File: config.mk
export PLATFORM = sky130hd
export DESIGN_NAME = extended_euclid_table_unit
export DESIGN_NICKNAME = d
export VERILOG_FILES = /design/src/rtl/core/eet_pkg.sv /design/src/rtl/core/eet_divider.sv /design/src/rtl/core/eet_mulsub.sv /design/src/rtl/core/extended_euclid_table_unit.sv
export SDC_FILE = /design/constraint.sdc
export NUM_CORES = 1
export LEC_CHECK = 0
export BUFFER_PORTS_ARGS = -buffer_cell sky130_fd_sc_hd__buf_4
export CAP_MARGIN = 40
export CORE_ASPECT_RATIO = 1.75
export CORE_MARGIN = 8
export CORE_UTILIZATION = 40
export CTS_CLUSTER_SIZE = 40
export DETAILED_ROUTE_END_ITERATION = 8
export PLACE_DENSITY = 0.67
export SLEW_MARGIN = 25
export SYNTH_ARGS = -nofsm -noshare
export SYNTH_HDL_FRONTEND = slang
export SYNTH_SLANG_ARGS = --single-unit
File: constraint.sdc
create_clock -name clk -period 8.5 [get_ports clk]
set_input_delay 0.85 -clock clk [delete_from_list [all_inputs] [get_ports clk]]
set_output_delay 0.85 -clock clk [all_outputs]
set_load 0.02 [all_outputs]
File: src/rtl/core/eet_pkg.sv
// eet_pkg: shared types and constants for the extended Euclid table unit.
// No dependencies.
package eet_pkg;

    localparam int ROW_W  = 6;
    localparam int OUT_W  = 31;
    localparam int COEF_W = 32;

    // result row handed from the sequencer to the output register
    typedef struct packed {
        logic [ROW_W-1:0]  row_number;
        logic [OUT_W-1:0]  remainder;
        logic [OUT_W-1:0]  quotient;
        logic [COEF_W-1:0] coef_s;
        logic [COEF_W-1:0] coef_t;
        logic              last_row;
    } eet_row_t;

endpackage

File: src/rtl/core/eet_divider.sv
// eet_divider: restoring divider, one quotient bit per cycle.
// Depends on nothing but its parameter.
module eet_divider #(
    parameter int W = 31
) (
    input  logic         clk,
    input  logic         rst_n,
    input  logic         start,
    input  logic [W-1:0] dividend,
    input  logic [W-1:0] divisor,
    output logic         done,
    output logic [W-1:0] quotient,
    output logic [W-1:0] remainder
);
    localparam int CW = $clog2(W + 1);

    logic [W-1:0]  quo_reg, quo_next;
    logic [W-1:0]  rem_reg, rem_next;
    logic [W-1:0]  dsr_reg, dsr_next;
    logic [CW-1:0] cnt_reg, cnt_next;
    logic          busy_reg, busy_next;
    logic          done_reg, done_next;
    logic [W:0]    trial;
    logic [W:0]    diff;

    // one shift-subtract step
    always_comb
    begin
        trial     = {rem_reg, quo_reg[W-1]};
        diff      = trial - {1'b0, dsr_reg};
        quo_next  = quo_reg;
        rem_next  = rem_reg;
        dsr_next  = dsr_reg;
        cnt_next  = cnt_reg;
        busy_next = busy_reg;
        done_next = 1'b0;
        if (start)
        begin
            quo_next  = dividend;
            rem_next  = '0;
            dsr_next  = divisor;
            cnt_next  = CW'(W);
            busy_next = 1'b1;
        end
        else if (busy_reg)
        begin
            if (!diff[W])
            begin
                rem_next = diff[W-1:0];
                quo_next = {quo_reg[W-2:0], 1'b1};
            end
            else
            begin
                rem_next = trial[W-1:0];
                quo_next = {quo_reg[W-2:0], 1'b0};
            end
            cnt_next = cnt_reg - 1'b1;
            if (cnt_reg == CW'(1))
            begin
                busy_next = 1'b0;
                done_next = 1'b1;
            end
        end
    end

    always_ff @(posedge clk or negedge rst_n)
    begin
        if (!rst_n)
        begin
            busy_reg <= 1'b0;
            done_reg <= 1'b0;
            cnt_reg  <= '0;
        end
        else
        begin
            busy_reg <= busy_next;
            done_reg <= done_next;
            cnt_reg  <= cnt_next;
        end
    end

    always_ff @(posedge clk)
    begin
        quo_reg <= quo_next;
        rem_reg <= rem_next;
        dsr_reg <= dsr_next;
    end

    assign done      = done_reg;
    assign quotient  = quo_reg;
    assign remainder = rem_reg;
endmodule

File: src/rtl/core/eet_mulsub.sv
// eet_mulsub: older - newer*q mod 2^32, shift-and-subtract one multiplier bit per cycle.
// Uses eet_pkg for the coefficient width.
module eet_mulsub #(
    parameter int QW = 31
) (
    input  logic                      clk,
    input  logic                      rst_n,
    input  logic                      start,
    input  logic [eet_pkg::COEF_W-1:0] older,
    input  logic [eet_pkg::COEF_W-1:0] newer,
    input  logic [QW-1:0]             q,
    output logic                      done,
    output logic [eet_pkg::COEF_W-1:0] result
);
    import eet_pkg::*;
    localparam int CW = $clog2(QW + 1);

    logic [COEF_W-1:0] acc_reg, acc_next;
    logic [COEF_W-1:0] mcd_reg, mcd_next;
    logic [QW-1:0]     mpl_reg, mpl_next;
    logic [CW-1:0]     cnt_reg, cnt_next;
    logic              busy_reg, busy_next;
    logic              done_reg, done_next;

    // subtract the shifted multiplicand per set quotient bit
    always_comb
    begin
        acc_next  = acc_reg;
        mcd_next  = mcd_reg;
        mpl_next  = mpl_reg;
        cnt_next  = cnt_reg;
        busy_next = busy_reg;
        done_next = 1'b0;
        if (start)
        begin
            acc_next  = older;
            mcd_next  = newer;
            mpl_next  = q;
            cnt_next  = CW'(QW);
            busy_next = 1'b1;
        end
        else if (busy_reg)
        begin
            if (mpl_reg[0])
                acc_next = acc_reg - mcd_reg;
            mcd_next = {mcd_reg[COEF_W-2:0], 1'b0};
            mpl_next = mpl_reg >> 1;
            cnt_next = cnt_reg - 1'b1;
            if (cnt_reg == CW'(1))
            begin
                busy_next = 1'b0;
                done_next = 1'b1;
            end
        end
    end

    always_ff @(posedge clk or negedge rst_n)
    begin
        if (!rst_n)
        begin
            busy_reg <= 1'b0;
            done_reg <= 1'b0;
            cnt_reg  <= '0;
        end
        else
        begin
            busy_reg <= busy_next;
            done_reg <= done_next;
            cnt_reg  <= cnt_next;
        end
    end

    always_ff @(posedge clk)
    begin
        acc_reg <= acc_next;
        mcd_reg <= mcd_next;
        mpl_reg <= mpl_next;
    end

    assign done   = done_reg;
    assign result = acc_reg;
endmodule

File: src/rtl/core/extended_euclid_table_unit.sv
// extended_euclid_table_unit: emits the extended Euclid table row by row (eet_pkg, eet_divider, eet_mulsub).
// Rows 0 and 1 are loaded out from the ROW0 and ROW1 states once the request is taken and the output is free.
// Each division row runs kick, bit-serial divide, handoff, kick, the two bit-serial multiply-subtracts
// side by side, emit; output stalls hold the emit step. One pair at a time, up to 48 rows (MAX_ROWS);
// the next request is taken once the last row is loaded out. rst_n is asynchronous, active low, and
// clears the sequencer and output register.
module extended_euclid_table_unit #(
    parameter int OPERAND_WIDTH = 31,
    parameter int MAX_ROWS      = 48
) (
    input  logic        clk,
    input  logic        rst_n,
    input  logic        s_tvalid,
    output logic        s_tready,
    input  logic [63:0] s_tdata,   // first_value[30:0], second_value[61:31], zero pad
    output logic        m_tvalid,
    input  logic        m_tready,
    output logic [135:0] m_tdata,  // row_number, remainder, quotient, coef_s, coef_t, zero pad
    output logic        m_tlast    // last_row
);
    import eet_pkg::*;
    localparam int W = OPERAND_WIDTH;

    localparam logic [2:0] ST_IDLE = 3'd0;
    localparam logic [2:0] ST_ROW0 = 3'd1;
    localparam logic [2:0] ST_ROW1 = 3'd2;
    localparam logic [2:0] ST_DIV  = 3'd3;
    localparam logic [2:0] ST_MUL  = 3'd4;
    localparam logic [2:0] ST_EMIT = 3'd5;

    logic [2:0]        st_reg, st_next;
    logic [W-1:0]      dvd_reg, dvs_reg, q_reg;
    logic [COEF_W-1:0] os_reg, ns_reg, ot_reg, nt_reg;
    logic [ROW_W-1:0]  rc_reg;
    eet_row_t          out_reg;
    logic              ov_reg;
    logic              div_start, div_done, mul_start, s_done, t_done;
    logic [W-1:0]      div_q, div_r;
    logic [COEF_W-1:0] s_res, t_res;
    logic              out_free, r_last;
    logic [W-1:0]      in_a, in_b;
    logic              go_div_reg;
    logic              go_mul_reg;
    logic              row1_last;
    logic              out_load;

    assign in_a = W'(s_tdata[30:0]);
    assign in_b = W'(s_tdata[61:31]);

    eet_divider #(.W(W)) u_div (
        .clk(clk), .rst_n(rst_n), .start(div_start), .dividend(dvd_reg),
        .divisor(dvs_reg), .done(div_done), .quotient(div_q), .remainder(div_r)
    );
    eet_mulsub #(.QW(W)) u_ms (
        .clk(clk), .rst_n(rst_n), .start(mul_start), .older(os_reg), .newer(ns_reg),
        .q(q_reg), .done(s_done), .result(s_res)
    );
    eet_mulsub #(.QW(W)) u_mt (
        .clk(clk), .rst_n(rst_n), .start(mul_start), .older(ot_reg), .newer(nt_reg),
        .q(q_reg), .done(t_done), .result(t_res)
    );

    assign out_free  = !ov_reg || m_tready;
    assign s_tready  = (st_reg == ST_IDLE);
    assign div_start = go_div_reg;
    assign mul_start = go_mul_reg;
    assign row1_last = (dvs_reg <= W'(1));
    assign r_last    = (div_r <= W'(1)) ||
                       ({1'b0, rc_reg} + 7'd1 >= 7'(MAX_ROWS));
    assign out_load  = out_free &&
                       ((st_reg == ST_ROW0) || (st_reg == ST_ROW1) || (st_reg == ST_EMIT));

    // output valid and unit kicks
    always_ff @(posedge clk or negedge rst_n)
    begin
        if (!rst_n)
        begin
            ov_reg     <= 1'b0;
            go_div_reg <= 1'b0;
            go_mul_reg <= 1'b0;
        end
        else
        begin
            if (out_load)
                ov_reg <= 1'b1;
            else if (m_tready)
                ov_reg <= 1'b0;
            go_div_reg <= out_load &&
                          (((st_reg == ST_ROW1) && !row1_last) ||
                           ((st_reg == ST_EMIT) && !r_last));
            go_mul_reg <= (st_reg == ST_DIV) && div_done;
        end
    end

    // sequencer
    always_ff @(posedge clk or negedge rst_n)
    begin
        if (!rst_n)
        begin
            st_reg  <= ST_IDLE;
            dvd_reg <= '0;
            dvs_reg <= '0;
            q_reg   <= '0;
            os_reg  <= COEF_W'(1);
            ns_reg  <= '0;
            ot_reg  <= '0;
            nt_reg  <= COEF_W'(1);
            rc_reg  <= '0;
            out_reg <= '0;
        end
        else
        begin
            unique case (st_reg)
                ST_IDLE:
                begin
                    if (s_tvalid)
                    begin
                        dvd_reg <= in_a;
                        dvs_reg <= in_b;
                        os_reg  <= COEF_W'(1);
                        ns_reg  <= '0;
                        ot_reg  <= '0;
                        nt_reg  <= COEF_W'(1);
                        rc_reg  <= '0;
                        st_reg  <= ST_ROW0;
                    end
                end
                ST_ROW0:
                begin
                    if (out_free)
                    begin
                        out_reg <= '{rc_reg, OUT_W'(dvd_reg), '0, COEF_W'(1), '0, 1'b0};
                        rc_reg  <= rc_reg + 1'b1;
                        st_reg  <= ST_ROW1;
                    end
                end
                ST_ROW1:
                begin
                    if (out_free)
                    begin
                        out_reg <= '{rc_reg, OUT_W'(dvs_reg), '0, '0, COEF_W'(1), row1_last};
                        rc_reg  <= rc_reg + 1'b1;
                        if (row1_last)
                            st_reg <= ST_IDLE;
                        else
                            st_reg <= ST_DIV;
                    end
                end
                ST_DIV:
                begin
                    if (div_done)
                    begin
                        q_reg  <= div_q;
                        st_reg <= ST_MUL;
                    end
                end
                ST_MUL:
                begin
                    if (s_done && t_done)
                        st_reg <= ST_EMIT;
                end
                ST_EMIT:
                begin
                    if (out_free)
                    begin
                        out_reg <= '{rc_reg, OUT_W'(div_r), OUT_W'(q_reg), s_res, t_res,
                                     r_last};
                        rc_reg  <= rc_reg + 1'b1;
                        os_reg  <= ns_reg;
                        ns_reg  <= s_res;
                        ot_reg  <= nt_reg;
                        nt_reg  <= t_res;
                        dvd_reg <= dvs_reg;
                        dvs_reg <= div_r;
                        if (r_last)
                            st_reg <= ST_IDLE;
                        else
                            st_reg <= ST_DIV;
                    end
                end
                default: st_reg <= ST_IDLE;
            endcase
        end
    end

    assign m_tvalid = ov_reg;
    assign m_tdata  = {4'b0000, out_reg.coef_t, out_reg.coef_s, out_reg.quotient,
                       out_reg.remainder, out_reg.row_number};
    assign m_tlast  = out_reg.last_row;

`ifndef NO_ASSERTIONS
    eet_div_kick: assert property (@(posedge clk) disable iff (!rst_n)
        go_div_reg |-> st_reg == ST_DIV)
        else $error("divide kicked outside divide state");
    eet_ms_sync: assert property (@(posedge clk) disable iff (!rst_n)
        s_done == t_done)
        else $error("coefficient units out of step");
    eet_no_accept_busy: assert property (@(posedge clk) disable iff (!rst_n)
        st_reg != ST_IDLE |-> !s_tready)
        else $error("request taken while busy");
`endif
endmodule
==> impl_metrics.csv, run 1 <==
group,metric,value,unit
die,num_rows,136,
placed_design,gp_congestion,0.892,
hold_path,hold_path.class,"in2async",
placed_design,post-place-cells,4119,
detailed_routing,ant_nets,0,
detailed_routing,dr_total_vias,22872,
clock_network,ctsLongestPathBuffers,3,
sta,fin_worst_skew,0.0518,ns
synthesis,synth_seq_area_share,0.566,
clock_network,cts_setup_buffers,0,
sta,slew_headroom,0.383,
synthesis,async_flop_share,0.578,
finish,post_route_cells_drive_above_1_share,0.128,
global_route,grt_pass1_vias,23414,
worst_setup_path,cp-end-kind,"flop",
placed_design,pre_cts_ws,4.48,ns
status,status,"completed",
sta,clock.fmax,0.248,GHz
clock_network,cts_made_buffers,66,
finish,stdcell_count,4242,
global_route,grt_max_degree,204,
synthesis,syn_area_per_cell,10.4,µm²
synthesis,synth-edff-count,252,
power_and_ir_drop,power_density,178,nW/µm²
clock_network,cts-root-buf,"clkbuf_16",
global_route,antenna_found_initial,0,
sta,fin_ws,4.46,ns
detailed_routing,drt_first_iter_violations,1607,
synthesis,ys_seq_elements,670,
synthesis,synthMuxAreaShare,0.0306,
detailed_routing,wirelength,80.6,mm
power_and_ir_drop,vdd_drop_max,129,µV
die,core-area,78400,µm²
detailed_routing,wl_per_cell,19.0,µm
detailed_routing,first_pass_iters,5,
finish,layout_common_cells,"nand2_1 (553), dfrtp_1 (382), o21ai_0 (364)",
synthesis,ys.warnings.count,0,
finish,final_common_cell,"nand2_1",
clock_network,cts_sinks,670,
placed_design,place_hpwl,54.1,mm
worst_setup_path,critPathRequiredTime,9.02,ns
die,die_h,388,µm
clock_network,htree_levels,3,
worst_setup_path,critPathKind,"reg2reg",
synthesis,synth_cell_types,77,
clock_network,cts.hold.buffers_added,0,
global_route,grt_use_total,0.179,
die,start_util,0.403,
power_and_ir_drop,power_leakage,16.3,nW
worst_setup_path,arrival,4.56,ns
synthesis,synth_compound_area_frac,0.176,
placed_design,io_buffers,200,
worst_setup_path,cp_max_fo,3,
die,die_area,88600,µm²
synthesis,synth_xor_area_frac,0.0269,
finish,largest_reg_flops,132,
clock_network,cts-resized-gates,0,
detailed_routing,via_per_inst,5.39,
synthesis,synthSimpleGateAreaFrac,0.114,
die,ioPinCount,207,
die,fp.dieW,228,µm
sta,fin_crit,4.04,ns
clock_network,tritoncts,"yes",
detailed_routing,drc_errors,0,
sta,worstMarginPinSlew,0.926,ns
global_route,grt_overflow,0,
clock_network,clock_latency,0.66,ns
sta,finalCritPeriodShare,0.475,
sta,hold_viol,0,
finish,fin_nets,3325,
finish,num_antenna_cells,0,
worst_setup_path,critPathLaunchType,"flop",
run,cap_violations,0,
sta,final_max_slew_viol_count,0,
synthesis,syn_inst,3025,
synthesis,synth_top_family_by_area,"compound AO/OA/AOI/OAI gates",
sta,rsz0062_at_grt,"no",
synthesis,syn_area,31600,µm²
synthesis,synth_adder_area_share,0.0415,
clock_network,clk_pin_slew_worst_paths,0.07,ns
sta,fin_setup_tns,0,ns
global_route,grt_first_pass_wirelength,129,mm
finish,area_growth,15.8,%
sta,setup_viol,0,
synthesis,synth-main-ff-cell,"dfrtp_1",
[logic make-up after synthesis]
| kind of cell | Yosys count |
|---|---|
| AOI/OAI and AO/OA | 862 |
| and+or+nand+nor | 835 |
| DFF | 670 |
| buffers and inverters | 365 |
| adders and majority gates | 103 |
| xor gates and xnor gates | 97 |
| muxes | 92 |
| other | 1 |
[area by class of cell]
class                      instances  area, µm²
clock buffer                      89       1860
tap                             1035       1290
inverter                         187        702
multi-input combinational       1993      12400
fill                            7276      41900
timing repair buffer             236       1990
clock inverter                    32        458
sequential                       670      17900
[power breakdown]
| group | total [mW] | leakage, nW | switching, mW | internal, mW |
|---|---|---|---|---|
| logic | 0.0730 | 8.36 | 0.0470 | 0.0261 |
| registers | 3.33 | 6.80 | 0.0000000000000000175 | 3.33 |
| clock network | 3.12 | 1.12 | 1.36 | 1.76 |
[metal layers]
metal  global-route usage  routed length (µm)  up-vias  share of wire
met1                0.214               33100    11183           0.41
met2                0.313               40600      567           0.50
met4               0.0717                2820        0          0.035
met3               0.0377                4120      162          0.051
met5                    0                   0        -              0
li1                     -                   -    10960              -
[per-stage QoR]
step	util	total power, mW	hold slack [ns]	cell area (µm²)
finish	0.466	6.52	0.268	36600
CTS	0.466	6.61	0.298	36500
detailed placement	0.436	3.47	0.451	34200
global route	0.466	6.72	0.320	36600
global placement	0.434	3.47	0.450	34000
floorplan	-	3.41	0.436	31600
[critical path, stage by stage (launching register included)]
cell	delay, ns
edfxtp_1	0.35
inv_1	0.06
ha_1	0.23
fa_1	0.41
nand2b_1	0.21
a21oi_1	0.22
o21ai_1	0.16
o22ai_1	0.30
a41oi_2	0.28
o41ai_1	0.73
o41ai_2	0.19
mux2i_1	0.17
o211a_1	0.24
or3_1	0.36
[worst paths after layout]
check                                                   from                               end  slack [ns]  depth (start not counted)
max in group asynchronous                              rst_n            ot_reg[12]$_DFFE_PN0P_        6.87                          2
worst max-delay path            u_div.quotient[30]$_DFFE_PP_  u_div.remainder[30]$_SDFFE_PP0P_        4.46                         13
min in group clk                u_div.quotient[15]$_DFFE_PP_             q_reg[15]$_DFFE_PN0P_        0.47                          2
worst max register to register  u_div.quotient[30]$_DFFE_PP_  u_div.remainder[30]$_SDFFE_PP0P_        4.46                         13
worst min-delay path                                   rst_n           m_tdata[80]$_DFFE_PN0P_        0.27                          1
worst min register to register  u_div.quotient[15]$_DFFE_PP_             q_reg[15]$_DFFE_PN0P_        0.47                          2
[cells in the mapped netlist, drive strengths merged, types with 55 or more instances]
cell type / count / share of area
a21oi: 113 / 0.018
a22o: 156 / 0.043
clkbuf: 154 / 0.018
dfrtp: 385 / 0.30
edfxtp: 252 / 0.24
ha: 100 / 0.040
inv: 186 / 0.022
mux2i: 55 / 0.017
nand2: 554 / 0.066
nor2: 82 / 0.0097
o21ai: 383 / 0.061
xnor2: 57 / 0.016
(Power assumes the default switching activity.)
==> inputs of run 2 (changes only) <==
--- a/config.mk
+++ b/config.mk
@@ -12,7 +12,7 @@
 export CORE_UTILIZATION = 40
 export CTS_CLUSTER_SIZE = 40
 export DETAILED_ROUTE_END_ITERATION = 8
-export PLACE_DENSITY = 0.67
+export PLACE_DENSITY = 0.69
 export SLEW_MARGIN = 25
 export SYNTH_ARGS = -nofsm -noshare
 export SYNTH_HDL_FRONTEND = slang
==> constraint.sdc (replaced) <==
create_clock -name clk -period 3.7 [get_ports clk]
set_input_delay 0.37 -clock clk [delete_from_list [all_inputs] [get_ports clk]]
set_output_delay 0.37 -clock clk [all_outputs]
set_load 0.02 [all_outputs]
==> impl_metrics.csv, run 2 (same netlist as run 1, synthesis figures left out) <==
group,metric,value,unit
placed_design,place_hpwl,55.7,mm
detailed_routing,via_per_inst,5.40,
detailed_routing,ant_nets,0,
finish,largest_reg_flops,132,
die,die_h,388,µm
clock_network,clock_latency,0.65,ns
power_and_ir_drop,power_leakage,16.7,nW
worst_setup_path,critPathLaunchType,"flop",
worst_setup_path,r2r_slack,0.14,ns
clock_network,htree_levels,3,
sta,fin_ws,0.140,ns
placed_design,gp_congestion,0.868,
finish,regArea,17900,µm²
clock_network,cts_made_buffers,66,
detailed_routing,first_pass_iters,5,
power_and_ir_drop,power_density,404,nW/µm²
worst_setup_path,cp_max_fo,2,
detailed_routing,wl_per_cell,19.0,µm
sta,fin_worst_skew,0.0231,ns
detailed_routing,drc_errors,0,
die,die_area,88600,µm²
sta,final_max_slew_viol_count,0,
worst_setup_path,arrival,4.08,ns
placed_design,io_buffers,200,
sta,fin_crit,3.56,ns
die,ioPinCount,207,
global_route,grt_max_degree,178,
sta,clock.fmax,0.281,GHz
worst_setup_path,cp-end-kind,"flop",
finish,multi_input_area,12400,µm²
hold_path,hold_path.class,"in2reg",
die,num_rows,136,
detailed_routing,drt_first_iter_violations,1747,
global_route,grt_overflow,0,
clock_network,tritoncts,"yes",
run,cap_violations,0,
finish,fin_nets,3407,
die,fp.dieW,228,µm
finish,stdcell_count,4325,
status,status,"completed",
finish,num_antenna_cells,0,
global_route,grt_use_total,0.183,
clock_network,cts_sinks,670,
die,core-area,78400,µm²
die,start_util,0.403,
global_route,antenna_found_initial,0,
detailed_routing,wirelength,82.0,mm
sta,rsz0062_at_grt,"no",
finish,final_common_cell,"nand2_1",
sta,fin_setup_tns,0,ns
global_route,grt_pass1_vias,23771,
finish,post_route_cells_drive_above_1_share,0.131,
detailed_routing,dr_total_vias,23357,
finish,fill_cells,7143,
power_and_ir_drop,design_power_total,15.1,mW
global_route,grt_first_pass_wirelength,131,mm
sta,slew_headroom,0.453,
sta,finalCritPeriodShare,0.962,
power_and_ir_drop,vdd_drop_max,372,µV
worst_setup_path,critPathRequiredTime,4.22,ns
worst_setup_path,critPathKind,"reg2reg",
sta,worstMarginPinSlew,0.820,ns
sta,hold_viol,0,
sta,setup_viol,0,
placed_design,post-place-cells,4145,
finish,layout_common_cells,"nand2_1 (553), dfrtp_1 (382), o21ai_0 (364)",
finish,finalCoreUtilization,0.476,
clock_network,cts-root-buf,"clkbuf_16",
clock_network,ctsLongestPathBuffers,3,
placed_design,pre_cts_ws,0.169,ns
clock_network,clk_pin_slew_worst_paths,0.07,ns
finish,area_growth,18.3,%
run 2: changes by cell type in the layout (fill, tap and decap cells not counted), moves of 4 or more:
| cell | change |
|---|---|
| clkbuf_1 | -4 |
| clkinv_1 | +8 |
| buf_4 | +20 |
| buf_12 | +7 |
| dlygate4sd3_1 | +57 |
run 2: power breakdown:
part | total (mW) | switching [mW] | internal, mW | leakage [nW]
logic | 0.230 | 0.122 | 0.108 | 8.74
clock network | 7.21 | 3.06 | 4.15 | 1.13
registers | 7.65 | 0.0000000000000000380 | 7.65 | 6.80
total | 15.1 | 3.18 | 11.9 | 16.7
run 2: path summary, 6_finish.rpt:
| check | startpoint | end | cells after the start |
|---|---|---|---|
| setup / recovery | u_div.quotient[30]$_DFFE_PP_ | u_div.remainder[30]$_SDFFE_PP0P_ | 14 |
| hold / removal | s_tdata[22] | dvd_reg[22]$_DFFE_PN0P_ | 3 |
| setup reg to reg | u_div.quotient[30]$_DFFE_PP_ | u_div.remainder[30]$_SDFFE_PP0P_ | 14 |
| hold reg to reg | u_div.quotient[25]$_DFFE_PP_ | q_reg[25]$_DFFE_PN0P_ | 2 |
| max in group asynchronous | rst_n | m_tdata[82]$_DFFE_PN0P_ | 3 |
| min in group asynchronous | rst_n | dvs_reg[13]$_DFFE_PN0P_ | 2 |
run 2: what timing repair did:
| item | 4_1_cts | 5_1_grt |
|---|---|---|
| buffers inserted | 0 | 0 |
| gates resized for setup | 0 | 1 |
| hold buffers | 57 | 0 |
| endpoints found under the hold margin | 131 | 0 |
| setup endpoints to repair | 0 | 1 |
run 2: final cells by class:
| class | instances | share of cell area |
|---|---|---|
| Clock inverter | 39 | 0.0131 |
| Sequential cell | 670 | 0.478 |
| Multi-Input combinational cell | 1993 | 0.332 |
| Timing Repair Buffer | 318 | 0.0743 |
| Inverter | 187 | 0.0188 |
| Clock buffer | 83 | 0.0492 |
| Tap cell | 1035 | 0.0346 |
run 2: per-layer routing:
metal | track usage | share of wire | vias up | wire length, µm
li1 | - | - | 11133 | -
met1 | 0.219 | 0.41 | 11538 | 33600
met2 | 0.325 | 0.51 | 553 | 42000
met3 | 0.0369 | 0.051 | 133 | 4190
met4 | 0.0601 | 0.027 | 0 | 2220
met5 | 0 | 0 | - | 0
run 2: critical path: stages, from the launching register on:
cell      delay [ns]
edfxtp_1        0.35
inv_1           0.06
ha_1            0.22
fa_1            0.41
nand2b_1        0.20
a21oi_1         0.24
o21ai_1         0.16
o22ai_2         0.20
a41oi_2         0.20
o41ai_1         0.36
buf_4           0.19
o41ai_2         0.09
mux2i_1         0.16
o2111a_1        0.26
or3_1           0.33
run 2: metrics by stage:
step                hold WS (ns)  instance area, µm²
floorplan                 0.0744               31600
global placement           0.429               34400
detailed placement         0.428               34500
CTS                      0.00200               37400
global route              0.0546               37400
finish                    0.0622               37400
==> inputs of run 3 (changes only) <==
==> constraint.sdc (replaced) <==
create_clock -name clk -period 3.7 [get_ports clk]
set_input_delay 0 -clock clk [delete_from_list [all_inputs] [get_ports clk]]
set_output_delay 0 -clock clk [all_outputs]
set_load 0.02 [all_outputs]
==> impl_metrics.csv, run 3 (same netlist as run 1, synthesis figures left out) <==
group,metric,value,unit
status,status,"completed",
power_and_ir_drop,vdd_drop_max,385,µV
finish,final_common_cell,"nand2_1",
detailed_routing,dr_total_vias,23078,
global_route,grt_pass1_vias,23501,
sta,clock.fmax,0.282,GHz
detailed_routing,routed.top_layer,"met5",
die,ioPinCount,207,
finish,area_growth,17.7,%
detailed_routing,wirelength,81.1,mm
worst_setup_path,arrival,4.06,ns
worst_setup_path,cp_max_fo,2,
sta,fin_setup_tns,0,ns
placed_design,io_buffers,200,
die,die_area,88600,µm²
hold_path,hold_path.class,"in2reg",
power_and_ir_drop,power_density,389,nW/µm²
sta,fin_worst_skew,0.0550,ns
global_route,grt_max_degree,190,
die,core-area,78400,µm²
sta,slew_headroom,0.427,
clock_network,clock_latency,0.69,ns
worst_setup_path,critPathKind,"reg2reg",
finish,post_route_cells_drive_above_1_share,0.127,
placed_design,place_hpwl,54.7,mm
finish,layout_common_cells,"nand2_1 (553), dfrtp_1 (382), o21ai_0 (364)",
worst_setup_path,crit_path_max_incr_delay,0.41,ns
detailed_routing,wl_per_cell,18.8,µm
clock_network,tritoncts,"yes",
power_and_ir_drop,design_power_total,14.4,mW
sta,final_max_slew_viol_count,0,
clock_network,cts_setup_buffers,0,
clock_network,ctsLongestPathBuffers,3,
sta,rsz0062_at_grt,"no",
clock_network,cts_sinks,670,
worst_setup_path,critPathRequiredTime,4.22,ns
die,fp.dieW,228,µm
worst_setup_path,path_cells,"ha_1 > fa_1 > nand2b_1 > a21oi_1 > o21ai_1 > o22ai_2 > a41oi_2 > o41ai_1 > buf_4 > o41ai_2 > mux2i_1 > o2111a_1 > or3_1",
global_route,grt_first_pass_wirelength,130,mm
detailed_routing,ant_nets,0,
worst_setup_path,cpMaxStageDelayCell,"fa_1",
worst_setup_path,cp-end-kind,"flop",
die,num_rows,136,
sta,setup_viol,0,
finish,fin_nets,3401,
sta,fin_crit,3.54,ns
die,die_h,388,µm
worst_setup_path,critPathLaunchType,"flop",
detailed_routing,first_pass_iters,6,
detailed_routing,drc_errors,0,
detailed_routing,drt_first_iter_violations,1516,
clock_network,clk_pin_slew_worst_paths,0.07,ns
worst_setup_path,crit_buf_inv,1,
finish,largest_reg_flops,132,
global_route,grt_overflow,0,
sta,finalCritPeriodShare,0.957,
worst_setup_path,cp_top_family,"compound AO/OA/AOI/OAI gates",
clock_network,cts-root-buf,"clkbuf_16",
sta,hold_viol,0,
run,cap_violations,0,
die,start_util,0.403,
clock_network,cts_made_buffers,61,
sta,worstMarginPinSlew,0.859,ns
detailed_routing,met1_length,33.6,mm
placed_design,pre_cts_ws,0.169,ns
placed_design,gp_congestion,0.896,
detailed_routing,wl_met2,40.9,mm
detailed_routing,route.met3.wl,3.57,mm
placed_design,post-place-cells,4133,
finish,finalCoreUtilization,0.474,
global_route,grt_use_total,0.179,
global_route,antenna_found_initial,2,
finish,stdcell_count,4319,
sta,fin_ws,0.160,ns
power_and_ir_drop,power_leakage,16.5,nW
detailed_routing,via_per_inst,5.34,
clock_network,htree_levels,2,
run 3: final timing paths:
| check | from | to | slack, ns | cells after the start |
|---|---|---|---|---|
| worst max-delay path | u_div.dsr_reg[0]$_DFFE_PP_ | u_div.remainder[30]$_SDFFE_PP0P_ | 0.16 | 13 |
| worst min-delay path | s_tdata[47] | dvs_reg[16]$_DFFE_PN0P_ | 0.14 | 4 |
| worst max register to register | u_div.dsr_reg[0]$_DFFE_PP_ | u_div.remainder[30]$_SDFFE_PP0P_ | 0.16 | 13 |
| worst min register to register | u_div.quotient[0]$_DFFE_PP_ | q_reg[0]$_DFFE_PN0P_ | 0.46 | 2 |
| max in group asynchronous | rst_n | m_tdata[88]$_DFFE_PN0P_ | 2.61 | 4 |
| min in group asynchronous | rst_n | m_tdata[17]$_DFFE_PN0P_ | 0.52 | 4 |
run 3: worst reg2reg max path: stages (launching register included):
cell      delay [ns]
edfxtp_1        0.38
ha_1            0.23
fa_1            0.41
nand2b_1        0.21
a21oi_1         0.21
o21ai_1         0.15
o22ai_2         0.20
a41oi_2         0.19
o41ai_1         0.37
buf_4           0.19
o41ai_2         0.09
mux2i_1         0.16
o2111a_1        0.26
or3_1           0.34
run 3: routing by layer:
metal,vias to the layer above,global-route usage
met5,-,0
met4,2,0.0681
met3,153,0.0306
met2,521,0.315
met1,11261,0.217
li1,11141,-
run 3: cell type report:
| cell class | instances | area (µm²) |
|---|---|---|
| Antenna cell | 1 | 2.50 |
| Clock inverter | 23 | 241 |
| Fill cell | 7195 | 41300 |
| Clock buffer | 93 | 1860 |
| Multi-Input combinational cell | 1993 | 12400 |
| Inverter | 187 | 702 |
| Tap cell | 1035 | 1290 |
| Timing Repair Buffer | 317 | 2790 |
| Sequential cell | 670 | 17900 |
run 3: power breakdown:
group	total, mW	switching, mW	internal (mW)
Combinational	0.235	0.125	0.111
Clock	6.56	2.92	3.64
Sequential	7.65	0.0000000000000000505	7.65
Total	14.4	3.04	11.4
run 3: timing repair:
item | 4_1_cts | 5_1_grt
endpoints found under the hold margin | 411 | 0
endpoints found under the setup margin | 0 | 3
hold buffers | 67 | 0
gates resized for setup | 0 | 2
run 3: through the flow:
stage	hold slack (ns)	cell area [µm²]
2_1_floorplan	-0.296	31600
3_3_place_gp	0.0183	34200
3_5_place_dp	0.0147	34300
4_1_cts	0.101	37100
5_1_grt	0.155	37200
6_report	0.136	37200
